### src/hdl/servo_output_release_controller_assert.svh
// assertion macros for the servo output release controller
// expects clk and rst_n in the scope where a macro is used
`ifndef SERVO_OUTPUT_RELEASE_CONTROLLER_ASSERT_SVH
`define SERVO_OUTPUT_RELEASE_CONTROLLER_ASSERT_SVH

// same-cycle implication, off during reset
`define SORC_ASSERT_NOW(label, ante, cons, msg) \
    label: assert property (@(posedge clk) disable iff (!rst_n) (ante) |-> (cons)) \
        else $error(msg);

// next-cycle implication, off during reset
`define SORC_ASSERT_NEXT(label, ante, cons, msg) \
    label: assert property (@(posedge clk) disable iff (!rst_n) (ante) |=> (cons)) \
        else $error(msg);

`endif

### src/hdl/sorc_pkg.sv
// types and constants of the servo output release controller
// no dependencies
package sorc_pkg;

    localparam int CFG_INDEX_W = 3;
    localparam int CFG_DATA_W  = 16;

    // configuration register indexes
    localparam logic [CFG_INDEX_W-1:0] CFG_ABS_MIN      = 3'd0;
    localparam logic [CFG_INDEX_W-1:0] CFG_ABS_MAX      = 3'd1;
    localparam logic [CFG_INDEX_W-1:0] CFG_OP_MIN       = 3'd2;
    localparam logic [CFG_INDEX_W-1:0] CFG_OP_MAX       = 3'd3;
    localparam logic [CFG_INDEX_W-1:0] CFG_INVERT       = 3'd4;
    localparam logic [CFG_INDEX_W-1:0] CFG_CALIBRATED   = 3'd5;
    localparam logic [CFG_INDEX_W-1:0] CFG_DRIVE_POLICY = 3'd6;
    localparam logic [CFG_INDEX_W-1:0] CFG_SETTLE_MS    = 3'd7;

    // reset values
    localparam logic [15:0] ABS_MIN_RESET   = 16'd500;
    localparam logic [15:0] ABS_MAX_RESET   = 16'd2500;
    localparam logic [15:0] OP_MIN_RESET    = 16'd1000;
    localparam logic [15:0] OP_MAX_RESET    = 16'd2000;
    localparam int          SETTLE_MS_RESET = 500;

    localparam int PERMILLE_FULL = 1000;
    localparam int MS_TO_US      = 1000;
    localparam int SETTLE_US_W   = 26;

    // x / 1000 == ((x >> 3) * RECIP_125) >> RECIP_SHIFT for x below 2**26
    localparam logic [23:0] RECIP_125   = 24'd8589935;
    localparam int          RECIP_SHIFT = 30;

    localparam logic [1:0] POLICY_RELEASE = 2'd1;

    typedef enum logic [2:0] {
        OP_MOVE_PULSE    = 3'd0,
        OP_MOVE_PERMILLE = 3'd1,
        OP_ENABLE        = 3'd2,
        OP_HOLD          = 3'd3,
        OP_DISABLE       = 3'd4,
        OP_TICK          = 3'd5
    } op_t;

    typedef enum logic [1:0] {
        ZONE_CLOSED = 2'd0,
        ZONE_OPEN   = 2'd1,
        ZONE_MID    = 2'd2
    } zone_t;

    typedef struct packed {
        logic [15:0] pulse_us;
        logic [15:0] command_us;
        logic        drive_on;
        logic        is_released;
        logic        released_now;
        logic        output_changed;
        zone_t       zone;
    } result_t;

endpackage

### src/hdl/servo_output_release_controller.sv
// servo output release controller: command pipeline, drive state and release timer
// depends on sorc_pkg and servo_output_release_controller_assert.svh
//
//  channel  | dir | handshake          | beat contents
//  ---------+-----+--------------------+-------------------------------------------
//  s        | in  | s_tvalid/s_tready  | s_tuser: op; s_tdata: value, now_us
//  m        | out | m_tvalid/m_tready  | m_tdata: pulse, command, flags, zone
//  cfg      | in  | cfg_we             | cfg_index selects register, cfg_data value
//
// three register stages: product of span and position, scaled and clamped pulse,
// then drive state update with the result register; m_tvalid rises once the beat
// has passed all three, and one beat is taken every cycle while m is not stalled
// the drive state is updated in the last stage, so back-to-back items see each other
// a stall on m holds every stage that is full; empty stages still fill
// reset clears valid flags and drive state and loads the configuration reset values
`include "servo_output_release_controller_assert.svh"

module servo_output_release_controller
    import sorc_pkg::*;
#(
    parameter int SETTLE_FLOOR_MS = 100
)
(
    input  logic                   clk,
    input  logic                   rst_n,
    input  logic                   s_tvalid,
    output logic                   s_tready,
    input  logic [63:0]            s_tdata,   // [15:0] value, [63:16] now_us
    input  logic [2:0]             s_tuser,   // [2:0] op
    output logic                   m_tvalid,
    input  logic                   m_tready,
    // [15:0] pulse_us, [31:16] command_us, [32] drive_on, [33] is_released,
    // [34] released_now, [35] output_changed, [37:36] zone, [39:38] zero
    output logic [39:0]            m_tdata,
    input  logic                   cfg_we,
    input  logic [CFG_INDEX_W-1:0] cfg_index,
    input  logic [CFG_DATA_W-1:0]  cfg_data
);

    localparam logic [15:0] SETTLE_FLOOR = 16'(SETTLE_FLOOR_MS);
    localparam logic [SETTLE_US_W-1:0] SETTLE_US_RESET = SETTLE_US_W'(
        (SETTLE_MS_RESET > SETTLE_FLOOR_MS ? SETTLE_MS_RESET : SETTLE_FLOOR_MS) * MS_TO_US);

    // configuration
    logic [15:0]            abs_min_reg, abs_max_reg, op_min_reg, op_max_reg;
    logic                   invert_reg, calibrated_reg;
    logic [5:0]             drive_policy_reg;
    logic [SETTLE_US_W-1:0] settle_us_reg, settle_us_next;
    logic [15:0]            settle_eff;

    // drive state
    logic [15:0] last_pulse_reg, last_pulse_next;
    logic [47:0] lct_reg, lct_next;
    logic        driven_reg, driven_next;
    logic        released_reg, released_next;
    logic        hold_reg, hold_next;

    // stage 1
    logic        s1_valid_reg;
    op_t         s1_op_reg;
    logic [15:0] s1_value_reg;
    logic [47:0] s1_now_reg;
    logic [25:0] s1_prod_reg, s1_prod_next;
    logic [9:0]  p_cap, p_dir;
    logic [15:0] span;

    // stage 2
    logic        s2_valid_reg;
    op_t         s2_op_reg;
    logic [47:0] s2_now_reg;
    logic [15:0] s2_pulse_reg, s2_pulse_next;
    logic [15:0] s2_command_reg, s2_command_next;
    logic [46:0] quot_prod;
    logic [15:0] raw_pulse;

    // output stage
    logic        m_valid_reg;
    result_t     out_reg, out_next;

    logic        out_ready, s2_ready, s1_ready, fire3;
    logic        changed, rel_now, settled;
    logic [48:0] elapsed;
    zone_t       zone_cur;
    logic [1:0]  code_cur;

    function automatic zone_t zone_of(input logic [15:0] v, input logic [15:0] lo,
                                      input logic [15:0] hi, input logic inv,
                                      input logic cal);
        logic signed [16:0] c, o, vs, d, e;
        logic signed [23:0] e50, d1, d49;
        logic               low, high;
        zone_t              z;
        c   = inv ? {1'b0, hi} : {1'b0, lo};
        o   = inv ? {1'b0, lo} : {1'b0, hi};
        vs  = {1'b0, v};
        d   = o - c;
        e   = vs - c;
        e50 = 24'(e) * 24'sd50;
        d1  = 24'(d);
        d49 = d1 * 24'sd49;
        if (d > 17'sd0)
        begin
            low  = e50 <= d1;
            high = e50 >= d49;
        end
        else
        begin
            low  = e50 >= d1;
            high = e50 <= d49;
        end
        if (!cal || lo == hi)
            z = ZONE_MID;
        else if (low)
            z = ZONE_CLOSED;
        else if (high)
            z = ZONE_OPEN;
        else
            z = ZONE_MID;
        return z;
    endfunction

    // handshake chain
    assign out_ready = !m_valid_reg || m_tready;
    assign s2_ready  = !s2_valid_reg || out_ready;
    assign s1_ready  = !s1_valid_reg || s2_ready;
    assign s_tready  = s1_ready;
    assign fire3     = out_ready && s2_valid_reg;
    assign m_tvalid  = m_valid_reg;
    assign m_tdata   = {2'b00, out_reg.zone, out_reg.output_changed, out_reg.released_now,
                        out_reg.is_released, out_reg.drive_on, out_reg.command_us,
                        out_reg.pulse_us};

    // configuration writes
    assign settle_eff     = (cfg_data < SETTLE_FLOOR) ? SETTLE_FLOOR : cfg_data;
    assign settle_us_next = SETTLE_US_W'(settle_eff) * SETTLE_US_W'(MS_TO_US);

    always_ff @(posedge clk or negedge rst_n)
    begin
        if (!rst_n)
        begin
            abs_min_reg      <= ABS_MIN_RESET;
            abs_max_reg      <= ABS_MAX_RESET;
            op_min_reg       <= OP_MIN_RESET;
            op_max_reg       <= OP_MAX_RESET;
            invert_reg       <= 1'b0;
            calibrated_reg   <= 1'b0;
            drive_policy_reg <= '0;
            settle_us_reg    <= SETTLE_US_RESET;
        end
        else if (cfg_we)
        begin
            case (cfg_index)
                CFG_ABS_MIN:      abs_min_reg      <= cfg_data;
                CFG_ABS_MAX:      abs_max_reg      <= cfg_data;
                CFG_OP_MIN:       op_min_reg       <= cfg_data;
                CFG_OP_MAX:       op_max_reg       <= cfg_data;
                CFG_INVERT:       invert_reg       <= cfg_data[0];
                CFG_CALIBRATED:   calibrated_reg   <= cfg_data[0];
                CFG_DRIVE_POLICY: drive_policy_reg <= cfg_data[5:0];
                CFG_SETTLE_MS:    settle_us_reg    <= settle_us_next;
                default:          ;
            endcase
        end
    end

    // stage 1: capped, mirrored position times span
    always_comb
    begin
        p_cap        = (s_tdata[15:0] > 16'(PERMILLE_FULL)) ? 10'(PERMILLE_FULL)
                                                            : s_tdata[9:0];
        p_dir        = invert_reg ? 10'(PERMILLE_FULL) - p_cap : p_cap;
        span         = (op_max_reg > op_min_reg) ? op_max_reg - op_min_reg : 16'd0;
        s1_prod_next = 26'(span) * 26'(p_dir);
    end

    // stage 2: divide by 1000, offset, clamp to absolute limits
    always_comb
    begin
        quot_prod       = 47'(s1_prod_reg[25:3]) * 47'(RECIP_125);
        s2_command_next = (s1_op_reg == OP_MOVE_PERMILLE)
                        ? op_min_reg + quot_prod[RECIP_SHIFT +: 16] : 16'd0;
        raw_pulse       = (s1_op_reg == OP_MOVE_PULSE) ? s1_value_reg : s2_command_next;
        if (raw_pulse < abs_min_reg)
            s2_pulse_next = abs_min_reg;
        else if (raw_pulse > abs_max_reg)
            s2_pulse_next = abs_max_reg;
        else
            s2_pulse_next = raw_pulse;
    end

    // stage 3: drive state
    always_comb
    begin
        zone_cur = zone_of(last_pulse_reg, op_min_reg, op_max_reg, invert_reg,
                           calibrated_reg);
        case (zone_cur)
            ZONE_CLOSED: code_cur = drive_policy_reg[1:0];
            ZONE_OPEN:   code_cur = drive_policy_reg[3:2];
            default:     code_cur = drive_policy_reg[5:4];
        endcase
        // negative elapsed time counts as not settled
        elapsed = {1'b0, s2_now_reg} - {1'b0, lct_reg};
        settled = !elapsed[48] && (elapsed[47:0] >= 48'(settle_us_reg));

        last_pulse_next = last_pulse_reg;
        lct_next        = lct_reg;
        driven_next     = driven_reg;
        released_next   = released_reg;
        hold_next       = hold_reg;
        changed         = 1'b0;
        rel_now         = 1'b0;

        case (s2_op_reg)
            OP_MOVE_PULSE, OP_MOVE_PERMILLE:
            begin
                last_pulse_next = s2_pulse_reg;
                lct_next        = s2_now_reg;
                hold_next       = 1'b0;
                changed         = !driven_reg;
                driven_next     = 1'b1;
                released_next   = 1'b0;
            end
            OP_ENABLE, OP_HOLD:
            begin
                lct_next      = s2_now_reg;
                changed       = !driven_reg;
                driven_next   = 1'b1;
                released_next = 1'b0;
                if (s2_op_reg == OP_HOLD)
                    hold_next = 1'b1;
            end
            OP_DISABLE:
            begin
                changed       = driven_reg || released_reg;
                driven_next   = 1'b0;
                released_next = 1'b0;
                hold_next     = 1'b0;
            end
            OP_TICK:
            begin
                if (driven_reg && !hold_reg && code_cur == POLICY_RELEASE && settled)
                begin
                    driven_next   = 1'b0;
                    released_next = 1'b1;
                    changed       = 1'b1;
                    rel_now       = 1'b1;
                end
            end
            default: ;
        endcase

        out_next.pulse_us       = last_pulse_next;
        out_next.command_us     = s2_command_reg;
        out_next.drive_on       = driven_next;
        out_next.is_released    = released_next;
        out_next.released_now   = rel_now;
        out_next.output_changed = changed;
        out_next.zone           = zone_of(last_pulse_next, op_min_reg, op_max_reg,
                                          invert_reg, calibrated_reg);
    end

    // control and state
    always_ff @(posedge clk or negedge rst_n)
    begin
        if (!rst_n)
        begin
            s1_valid_reg   <= 1'b0;
            s2_valid_reg   <= 1'b0;
            m_valid_reg    <= 1'b0;
            last_pulse_reg <= '0;
            lct_reg        <= '0;
            driven_reg     <= 1'b0;
            released_reg   <= 1'b0;
            hold_reg       <= 1'b0;
        end
        else
        begin
            if (s1_ready)
                s1_valid_reg <= s_tvalid;
            if (s2_ready)
                s2_valid_reg <= s1_valid_reg;
            if (out_ready)
                m_valid_reg <= s2_valid_reg;
            if (fire3)
            begin
                last_pulse_reg <= last_pulse_next;
                lct_reg        <= lct_next;
                driven_reg     <= driven_next;
                released_reg   <= released_next;
                hold_reg       <= hold_next;
            end
        end
    end

    // payload
    always_ff @(posedge clk)
    begin
        if (s_tvalid && s1_ready)
        begin
            s1_op_reg    <= op_t'(s_tuser);
            s1_value_reg <= s_tdata[15:0];
            s1_now_reg   <= s_tdata[63:16];
            s1_prod_reg  <= s1_prod_next;
        end
        if (s1_valid_reg && s2_ready)
        begin
            s2_op_reg      <= s1_op_reg;
            s2_now_reg     <= s1_now_reg;
            s2_pulse_reg   <= s2_pulse_next;
            s2_command_reg <= s2_command_next;
        end
        if (fire3)
            out_reg <= out_next;
    end

    `SORC_ASSERT_NOW(a_release_excl, released_reg, !driven_reg, "released while driven")
    `SORC_ASSERT_NOW(a_hold_driven, hold_reg, driven_reg, "hold set without drive")
    `SORC_ASSERT_NOW(a_rel_now_flags, m_valid_reg && out_reg.released_now,
        out_reg.is_released && !out_reg.drive_on && out_reg.output_changed,
        "release beat with inconsistent flags")
    `SORC_ASSERT_NEXT(a_stall_state, m_valid_reg && !m_tready && s2_valid_reg,
        $stable(driven_reg) && $stable(last_pulse_reg), "state moved during stall")

endmodule

### config.mk
export PLATFORM = sky130hd
export DESIGN_NAME = servo_output_release_controller
export DESIGN_NICKNAME = d
export VERILOG_FILES = /design/src/hdl/sorc_pkg.sv /design/src/hdl/servo_output_release_controller.sv
export VERILOG_INCLUDE_DIRS = /design/src /design/src/hdl
export SDC_FILE = /design/constraint.sdc
export NUM_CORES = 2
export LEC_CHECK = 0
export ABC_CLOCK_PERIOD_IN_PS = 17500
export CAP_MARGIN = 25
export CORE_UTILIZATION = 50
export CTS_BUF_LIST = sky130_fd_sc_hd__clkbuf_2 sky130_fd_sc_hd__clkbuf_4 sky130_fd_sc_hd__clkbuf_8
export CTS_CLUSTER_SIZE = 20
export DETAILED_ROUTE_END_ITERATION = 6
export DONT_BUFFER_PORTS = 1
export PLACE_DENSITY = 0.7
export SYNTH_ARGS = -nofsm -noshare
export SYNTH_HDL_FRONTEND = slang
export SYNTH_SLANG_ARGS = --single-unit
### constraint.sdc
create_clock -name clk -period 17.5 [get_ports clk]
set_input_delay 0.875 -clock clk [delete_from_list [all_inputs] [get_ports clk]]
set_output_delay 0.875 -clock clk [all_outputs]
set_load 0.1 [all_outputs]
[Yosys cells after proc, flatten, opt, wreduce, memory -nomap -nowiden]
Index checks and enable logic that the tools add are counted.
Word-level totals
  flip-flop bits (word level): 379
  input bits: 91
  output and inout port bits: 42
  word-level logic and storage cells: 146
Operators by class
  $add $sub $neg: 7
  multipliers: 6
  $lt $le $gt $ge: 15
  eq/ne operators: 17
  mux-type cells: 29
  reductions and logical operators: 40
Operators with widths (number)
  16-bit two-way mux: 9
  16-bit by 16-bit subtractor with 17-bit output: 3
  48-bit by 48-bit subtractor with 49-bit output: 1
  24-bit by 17-bit greater-or-equal comparator with 1-bit output: 2
  24-bit greater-or-equal comparator: 2
  48-bit by 26-bit greater-or-equal comparator with 1-bit output: 1
  24-bit by 17-bit less-or-equal comparator with 1-bit output: 2
  24-bit less-or-equal comparator: 2
  17-bit by 6-bit multiplier with 23-bit output (second input constant): 2
  23-bit by 24-bit multiplier with 46-bit output (second input constant): 1
  16-bit greater-than comparator: 2
  16-bit by 10-bit multiplier with 26-bit output: 1
  17-bit by 7-bit multiplier with 24-bit output (second input constant): 1
  16-bit by 7-bit multiplier with 23-bit output (second input constant): 1
  10-bit two-way mux: 2
  3-bit == test (second input constant): 6
  2-bit AND reduction: 9
  17-bit by 1-bit greater-than comparator with 1-bit output (second input constant): 1
  16-bit adder: 1
  16-bit == test: 1
  16-bit by 10-bit greater-than comparator with 1-bit output (second input constant): 1
  16-bit < comparator: 1
  16-bit by 7-bit < comparator with 1-bit output (second input constant): 1
  16-bit subtractor: 1
  21 further kinds: 60

[Longest topological paths before layout]
  word-level depth: 15
  depth in mapped cells: 47
  depth with buffers taken out: 46

[Least setup slack after synthesis]
Ideal clock, no wire load.
  path kind: register to register
  start point: register s1_prod_reg[23]
  end point: register s2_pulse_reg[10], data pin
  setup time: 0.270 ns
  arrival: 10.021 ns
  data required time: 17.230 ns
  setup slack: 7.209 ns
  cell stages (with the launch flop): 44
  path buffers: 2
  period minus slack after synthesis: 10.291 ns
  path through: edfxtp_1 -> fa_1 -> inv_1 -> fa_1 -> inv_1 -> fa_1 -> fa_1 -> fa_1 -> inv_1 -> fa_1 -> inv_1 -> fa_1 -> ha_1 -> a21o_1 -> a211oi_1 -> o21bai_1 -> a21oi_1 -> o221ai_1 -> [8 not listed] -> a21boi_0 -> o21ai_1 -> a21oi_1 -> nor2_1 -> xor2_1 -> o21ai_0 -> ha_1 -> a21o_1 -> a21oi_1 -> nor2b_1 -> o21ai_0 -> nand2b_1 -> a211oi_1 -> a21o_1 -> clkbuf_1 -> clkbuf_1 -> mux2i_1 -> a21oi_1
Between the ends
  cells in the longest elaborated chain, start to end: 7
  elaborated cells between the ends (all ways): 8
  those cells by class: add/sub (1); mul (1); order compare (2); mux (4)
RTL lines
  from (decl): RTL line servo_output_release_controller.sv:63  | logic [25:0] s1_prod_reg, s1_prod_next;
  from (signal assigned): RTL line servo_output_release_controller.sv:303  | s1_prod_reg <= s1_prod_next;
  23-bit by 24-bit multiplier with 46-bit output *: RTL line servo_output_release_controller.sv:179  | quot_prod = 47'(s1_prod_reg[25:3]) * 47'(RECIP_125);
  16-bit adder *: RTL line servo_output_release_controller.sv:181  | ? op_min_reg + quot_prod[RECIP_SHIFT +: 16] : 16'd0;
  16-bit two-way mux *: RTL line servo_output_release_controller.sv:181
  16-bit two-way mux *: RTL line servo_output_release_controller.sv:182  | raw_pulse = (s1_op_reg == OP_MOVE_PULSE) ? s1_value_reg : s2_command_next;
  16-bit greater-than comparator: RTL line servo_output_release_controller.sv:185  | else if (raw_pulse > abs_max_reg)
  16-bit two-way mux: RTL line servo_output_release_controller.sv:185
  16-bit two-way mux *: RTL line servo_output_release_controller.sv:183  | if (raw_pulse < abs_min_reg)
  net s2_pulse_next[10]: RTL line servo_output_release_controller.sv:71  | logic [15:0] s2_pulse_reg, s2_pulse_next;
  to (signal assigned): RTL line servo_output_release_controller.sv:309  | s2_pulse_reg <= s2_pulse_next;
  to (decl): RTL line servo_output_release_controller.sv:71
The timed path passes the listed nets; every way through them passes the cells marked *.
A chain may end at the register's enable or synchronous reset.

[Final worst setup path]
  start point: register s1_prod_reg[23]
  end point: register s2_pulse_reg[0], data pin
Same word-level chain as after synthesis.

==> impl_metrics.csv <==
group,metric,value,unit
sta,setup_total_negative_slack,0,ns
place,detailed_place_hpwl,92300,µm
sta,final_count_of_hold_timing_violations,0,
yosys,netlist_instances,4658,
sta,timing.final.setup_violations,0,
global_route,grt_util_all_layers,25.5,%
clock_network,htreeDepth,2,
sta,max-slew-margin-rel,26.9,%
final_layout,n_fill_cell,7824,
sta,fin_crit,11.58,ns
clock_network,clock_tree.buffer_depth,3,
final_layout,syn_to_final_growth,6.36,%
worst_setup_path,cp_data_arrival_time,12.05,ns
yosys,yosys_top_cell_by_area,"sky130_fd_sc_hd__ha_1",
sta,max_clock_freq,86.4,MHz
yosys,synth-async-reset-ratio,43.9,%
clock_network,cts_tree,"yes",
die,floorplan.initialDensity,50.8,%
worst_setup_path,worstRegToRegCells,41,
final_layout,finish.net_count,5894,
sta,worst_hold_slack,0.0490,ns
clock_network,cts.sink_count,376,
flow_run,timing.max_cap.violations,0,
yosys,synth_flop_cell,"sky130_fd_sc_hd__edfxtp_1",
routing,final_routed_drc_violation_total,0,
final_layout,regArea,10500,µm²
yosys,synth.most_common_cell,"sky130_fd_sc_hd__inv_1",
yosys,yosys-top-cells-count,"822 x sky130_fd_sc_hd__inv_1, 787 x sky130_fd_sc_hd__ha_1, 415 x sky130_fd_sc_hd__nand2_1",
yosys,synth_seq_area_share,23.7,%
place,placement.io_buffers,0,
sta,final_min_period_over_clock_period,66.2,%
sta,unrepaired_setup_endpoints_after_global_routing,"no",
sta,maxSlewViolCount,0,
die,die_area,89900,µm²
yosys,yosysWarningCount,0,
worst_setup_path,timing.critical_path.fanout_max,19,
yosys,synth-edff-count,211,
worst_setup_path,worst-endpoint-required,17.97,ns
place,routabilityCongestion,0.941,
global_route,grt_first_pass_wirelength,180000,µm
sta,setup_slack,5.92,ns
yosys,ys_types,95,
clock_network,worst_skew_pair.late_latency,0.72,ns
die,fp.coreArea,87300,µm²
die,die-width,300,µm
yosys,synthDominantCellAreaShare,22.2,%
routing,postRouteAntennaNets,0,
global_route,gr-total-overflow,0,
clock_network,cts_hold_buffers_added,2,
routing,drt-pass1-iter-count,6,
die,fp.dieH,300,µm
routing,route.detailed.vias_per_inst,5.57,
routing,initialDrtViolationCount,2241,
die,num_rows,108,
clock_network,number_of_buffers_added_by_the_clock_tree_synthesis_step,61,
final_layout,final_layout_size_suffix_gt1_share,5.71,%
global_route,first_global_vias,33395,
worst_setup_path,crit_path_max_incr_delay,0.80,ns
global_route,largest_net_degree_at_the_start_of_global_routing,142,
place,pre_cts_ws,5.99,ns
yosys,synth_seq_cells,376,
worst_setup_path,worstSetupStartpointType,"flop",
sta,worstMarginPinSlew,1.10,ns
yosys,largest_cells_by_area_after_synthesis,"sky130_fd_sc_hd__ha_1 22%, sky130_fd_sc_hd__fa_1 17%, sky130_fd_sc_hd__edfxtp_1 14%",
sta,finalClockSkew,0.0588,ns
hold_path,worstHoldPathType,"input pin to asynchronous set/reset pin",
global_route,initial_antenna_violation_count,4,
yosys,synthesis.area,44400,µm²
final_layout,multiInputGateArea,30400,µm²
clock_network,clock_tree.root_cell,"sky130_fd_sc_hd__clkbuf_8",
clock_network,cts.repair.resized,0,
yosys,synth_area_per_cell,9.53,µm²
clock_network,worst_setup_hold_path_clk_slew,0.06,ns
routing,postRouteWirelength,113000,µm
worst_setup_path,critical-path-top-cell-by-count,"sky130_fd_sc_hd__fa_1",
worst_setup_path,worst-setup-path-type,"flop to flop",
routing,wire_per_inst,19.3,µm
worst_setup_path,cpMaxStageDelayCell,"sky130_fd_sc_hd__a21o_1",
worst_setup_path,worstSetupEndpointType,"flop",
clock_network,cts_setup_buffers,0,
die,io-pin-count,133,
run_status,status,"complete, no violations",
routing,num_vias,32623,
layout make-up:
| cell class | count | share of cell area (%) |
|---|---|---|
| multi-input combinational | 3350 | 64.4 |
| sequential | 376 | 22.3 |
| inverter | 827 | 6.58 |
| tap | 1155 | 3.06 |
| clock buffer | 84 | 2.25 |
| clock inverter | 29 | 0.729 |
| timing repair buffer | 31 | 0.718 |
| antenna | 6 | 0.0318 |
layout by cell type (no fill, tap or decap), drive strengths merged, types with 30 or more instances in the layout:
master	instances
and3	31
ha	787
xnor2	124
a21oi	203
xor2	71
a31oi	33
o21ai	265
nor2b	52
mux2	47
nand3	64
inv	828
mux2i	42
nand2b	37
dfrtp	135
clkbuf	86
o21a	41
nand4	48
a21o	119
dfstp	30
fa	369
nor3	70
nor2	199
a211oi	32
nand2	415
edfxtp	211
final timing paths:
path	startpoint	end	slack [ns]
min reg2reg	s1_now_reg[0]$_DFFE_PP_	s2_now_reg[0]$_DFFE_PP_	0.41
max in group asynchronous	rst_n	op_min_reg[0]$_DFFE_PN0P_	16.70
max reg2reg	s1_prod_reg[23]$_DFFE_PP_	s2_pulse_reg[0]$_DFFE_PP_	5.92
min in group clk	s_tdata[18]	s1_now_reg[2]$_DFFE_PP_	0.24
max	s1_prod_reg[23]$_DFFE_PP_	s2_pulse_reg[0]$_DFFE_PP_	5.92
min	rst_n	op_min_reg[5]$_DFFE_PN1P_	0.05
through the flow:
| step | std cells | util [%] | area, µm² |
|---|---|---|---|
| floorplan | 4659 | - | 44400 |
| finish | 5858 | 54.1 | 47200 |
| detailed placement | 5733 | 52.3 | 45700 |
| global route | 5854 | 54.1 | 47200 |
| CTS | 5848 | 54.0 | 47100 |
| global placement | 5731 | 52.2 | 45600 |
critical path, delay by kind of cell, from the launching register on:
kind            cells  cell delay, ns
flops               1            0.57
buf+inv             5            0.33
simple gates        4            0.39
mux                 1            0.29
xor+xnor            2            0.34
compound gates     19            4.67
fa+ha+maj          10            4.78
per-layer routing:
| layer | vias up | track usage, % | share of wire [%] |
|---|---|---|---|
| li1 | 15765 | - | - |
| met1 | 15748 | 34.1 | 44 |
| met2 | 917 | 41.7 | 46 |
| met3 | 193 | 4.46 | 6.8 |
| met4 | 0 | 8.69 | 3.7 |
| met5 | - | 0 | 0 |
kinds of logic after synthesis:
family	after synthesis	synth area share, %
xor+xnor	195	3.85
flops	376	23.7
other cells	1	0.00845
fa+ha+maj	1156	38.8
buf+inv	933	7.96
mux	89	2.14
simple gates	1030	10.9
compound gates	878	12.6
Power is left out: the tool's default activity adds up to more than one toggle a clock period on the data nets, which glitch-free logic cannot reach.
